$ cat src/rtl/nvrs_ram.sv
// Generic single-port RAM with a registered read.
// No dependencies.
module nvrs_ram #(
  parameter int WIDTH = 8,
  parameter int DEPTH = 256
) (
  input  logic                     clk,
  input  logic                     we,
  input  logic [$clog2(DEPTH)-1:0] addr,
  input  logic [WIDTH-1:0]         wdata,
  output logic [WIDTH-1:0]         rdata
);
  logic [WIDTH-1:0] mem [DEPTH];

  always_ff @(posedge clk) begin
    if (we) begin
      mem[addr] <= wdata;
    end
    rdata <= mem[addr];
  end
endmodule

$ cat config.mk
export PLATFORM = sky130hd
export DESIGN_NAME = nvrs_ram
export DESIGN_NICKNAME = d
export VERILOG_FILES = /design/src/rtl/nvrs_ram.sv
export SDC_FILE = /design/constraint.sdc
export NUM_CORES = 2
export LEC_CHECK = 0
export BUFFER_PORTS_ARGS = -buffer_cell sky130_fd_sc_hd__buf_2
export CAP_MARGIN = 5
export CORE_UTILIZATION = 53
export CTS_CLUSTER_DIAMETER = 100
export DETAILED_ROUTE_END_ITERATION = 8
export PLACE_DENSITY = 0.77
export SYNTH_ARGS = -nofsm -noshare
export SYNTH_HDL_FRONTEND = slang
export SYNTH_SLANG_ARGS = --single-unit
$ cat constraint.sdc
create_clock -name clk -period 4.1 [get_ports clk]
set_input_delay 1.23 -clock clk [delete_from_list [all_inputs] [get_ports clk]]
set_output_delay 1.23 -clock clk [all_outputs]
set_load 0.03 [all_outputs]
# Word level (Yosys, flattened, before mapping)
# Memory sizes are Yosys's and may differ from the RTL's. A register that Yosys moved wholly into a read port is not among the register bits.
# Cells that the tools add are included.
# Widths: inputs -> output; s select.
classes:
  n_mux: 2
op_table:
  columns: ["operator", "count"]
  rows:
  - ["$mux 1", 2]
totals:
  n_memories: 1
  inputBits: 18
  ramBits: 2048
  ff_bits: 0
  output_inout_bits: 8
  elab_cells: 3
memory_table:
  columns: ["memory", "depth", "word_bits", "read_ports", "rd_clocked_by_memory_dff", "wr", "line_no", "source"]
  rows:
  - ["mem", 256, 8, 1, 1, 1, "13", "logic [WIDTH-1:0] mem [DEPTH];"]

# Depth between registers and ports, before layout
depth:
  depth_word: 2
  depth_mapped: 10
  mapped_depth_nobuf: 5

# Worst setup path before layout
# No wires, ideal clock.
synth_timing:
  path_kind: "input -> register"
  from: "input addr[1]"
  to: "memory mem[111][0] (enable)"
  arrival_ns: 3.079
  stages: 9
  t_required_ns: 3.730
  n_path_buf: 5
  slack_ns: 0.651
  path_cell_list: "buf_2 > clkbuf_1 > clkbuf_1 > nand2_1 > buf_2 > nor2_1 > nand2_1 > clkbuf_1 > nor2_1"
synth_lines:
  columns: ["item", "line_no", "source"]
  rows:
  - ["start, declared", "9", "input logic [$clog2(DEPTH)-1:0] addr,"]
  - ["end, declared", "13", null]
# Straight into the memory's write port.

==> flow_metrics.env <==
export IMPL_status="finished clean"
export IMPL_initialDrtViolationCount=5722
export IMPL_setup_viol=0
export IMPL_gp_congestion=0.8552
export IMPL_maxCapViolations=0
export IMPL_rsz0062_at_grt="false"
export IMPL_place_area_sq_um=84000
export IMPL_grt_pass1_vias=40621
export IMPL_ys_ff_latch=2056
export IMPL_yosysSeqAreaShare_pct=78.55
export IMPL_start_util_pct=53.66
export IMPL_endpoint_kind="flop"
export IMPL_drc=0
export IMPL_nFillCells=9294
export IMPL_vias=39851
export IMPL_layout_common_cells="edfxtp_1, mux4_2, buf_4"
export IMPL_hold_violations=0
export IMPL_slew_viol_final=0
export IMPL_yosysTopAreaCell="edfxtp_1"
export IMPL_ctsHoldBuffers=0
export IMPL_cts_root_buf="clkbuf_16"
export IMPL_antenna_found_initial=6
export IMPL_die_x_um=386.8
export IMPL_firstDrtPassIters=6
export IMPL_synth_edf_count=2048
export IMPL_yosysUniqueCellTypes=22
export IMPL_gr_usage_all_layers_pct=25.67
export IMPL_cp_start_kind="input port"
export IMPL_hold_slack_ns=0.8970
export IMPL_fin_crit_ns=3.956
export IMPL_async_flop_share_pct=0
export IMPL_clock_path_buffers=3
export IMPL_leakage_nw=28.24
export IMPL_hpwl_um=114300
export IMPL_antenna_cells=0
export IMPL_crit_fanout=19
export IMPL_cp_required_ns=4.72
export IMPL_cp_arrival_ns=4.58
export IMPL_std_cell_rows=140
export IMPL_clk_pin_slew_ns=0.06
export IMPL_synth_area_top_cells="edfxtp_1, mux4_2, a22oi_1"
export IMPL_syn_inst=3547
export IMPL_crit_type="input port to flop"
export IMPL_fin_skew_ns=0.03428
export IMPL_clock_latency_ns=0.81
export IMPL_cts_sinks=2056
export IMPL_drive_gt1_share_pct=30.49
export IMPL_fp_coreArea_sq_um=146300
export IMPL_yosysTopAreaCellShare_pct=78.35
export IMPL_io_buffers=25
export IMPL_avgRoutedWirePerCell_um=31.53
export IMPL_post_route_period_util_pct=96.50
export IMPL_final_area_sq_um=90180
export IMPL_syn_cell_area_sq_um=78490
export IMPL_ir_worst_vdd_v=0.0005079
export IMPL_die_y_um=386.8
export IMPL_post_synth_cell_area_avg_sq_um=22.13
export IMPL_synth_nets=3565
export IMPL_cts_buffers_inserted=194
export IMPL_fmax_ghz=0.2528
export IMPL_drt_vias_per_instance=6.584
export IMPL_cts_setup_buffers=0
export IMPL_dieArea_sq_um=149600
export IMPL_post_cts_resized=0
export IMPL_final_nets=3999
export IMPL_grt_max_degree=146
export IMPL_totalWireLength_um=190800
export IMPL_tightest_slew_ns=1.336
export IMPL_cts_max_level=4
export IMPL_layout_commonest_cell="edfxtp_1"
export IMPL_cts_tree="yes"
export IMPL_slew_limit_headroom_pct=9.745
export IMPL_grt_pass1_wl_um=278200
export IMPL_ios=26
export IMPL_ys_warn_count=0
export IMPL_r2r_slack_ns=1.05
export IMPL_pwr_density_cell_nw_per_um2=475.2
export IMPL_hold_path_class="input port to flop"
export IMPL_area_growth_pct=14.89
export IMPL_synth_main_ff_cell="edfxtp_1"
export IMPL_grt_overflow=0
export IMPL_ant_nets=0
state kept, by name, indices dropped and copies added, names as in the netlist:
name and count:
mem 2048, rdata 8
worst max-delay path, cell delays in order:
cell and delay [ns]:
buf_8 0.30, buf_12 0.27, buf_4 0.26, mux4_2 0.53, a22oi_1 0.32, a21oi_1 0.21
o41ai_1 1.19, nand4_1 0.22
final timing paths:
check / from / to / cells after the start
worst max-delay path: addr[0] / rdata[3] / 8
worst min-delay path: wdata[1] / mem[81][1] / 1
worst max register to register: mem[107][1] / rdata[1] / 6
worst min register to register: mem[65][5] / rdata[5] / 5
layout make-up:
class	count	area (sq um)	share of cell area (%)
tap	1917	2399	2.660
inverter	1	3.754	0.004162
timing repair buffer	470	4182	4.637
sequential	2056	61660	68.37
multi-input combinational	1258	15760	17.48
clock inverter	121	1125	1.247
clock buffer	230	5054	5.604
cells in the mapped netlist, types with 13 or more instances:
cell type and n:
edfxtp_1 2048, mux4_2 512, a22oi_1 256, nor2_1 232, clkbuf_1 145, a21oi_1 128
buf_2 36, o41ai_1 32, nor3_1 30, nand2_1 28, buf_1 19, buf_4 16
buf_6 16, nand3_1 13
routing by layer:
layer / up-vias / GRT usage (%) / share of wire [%]
li1: 15936 / - / -
met1: 20754 / 35.05 / 36
met2: 2714 / 40.61 / 48
met3: 437 / 6.333 / 12
met4: 10 / 9.243 / 3.6
met5: - / 0 / 0.036
per-stage QoR:
step                      setup WS [ns]  instances  power (mW)  utilization, %  TNS [ns]
after detailed placement        -0.5396       5702       25.69           57.43    -1.678
after global placement          -0.5015       5702       25.64           57.43    -1.406
after global routing             0.1478       6053       43.83           61.66         0
final                            0.1436       6053       42.86           61.66         0
after CTS                        0.3284       6053       42.97           61.66         0
after floorplan                  0.6513       3547       24.68               -         0
cells by family after synthesis:
kind of cell           after synthesis  synth area share (%)
and+or+nand+nor                    330                 1.733
AOI/OAI and AO/OA                  416                 3.622
buffers and inverters              233                 1.401
muxes                              512                 14.69
DFF                               2056                 78.55
where the power goes:
part,switching [mW],internal (mW)
logic,1.31,0.773
clock network,7.65,9.92
registers,0.0397,23.2
total,9.00,33.9
No activity file was read; power rests on OpenSTA's default activity.
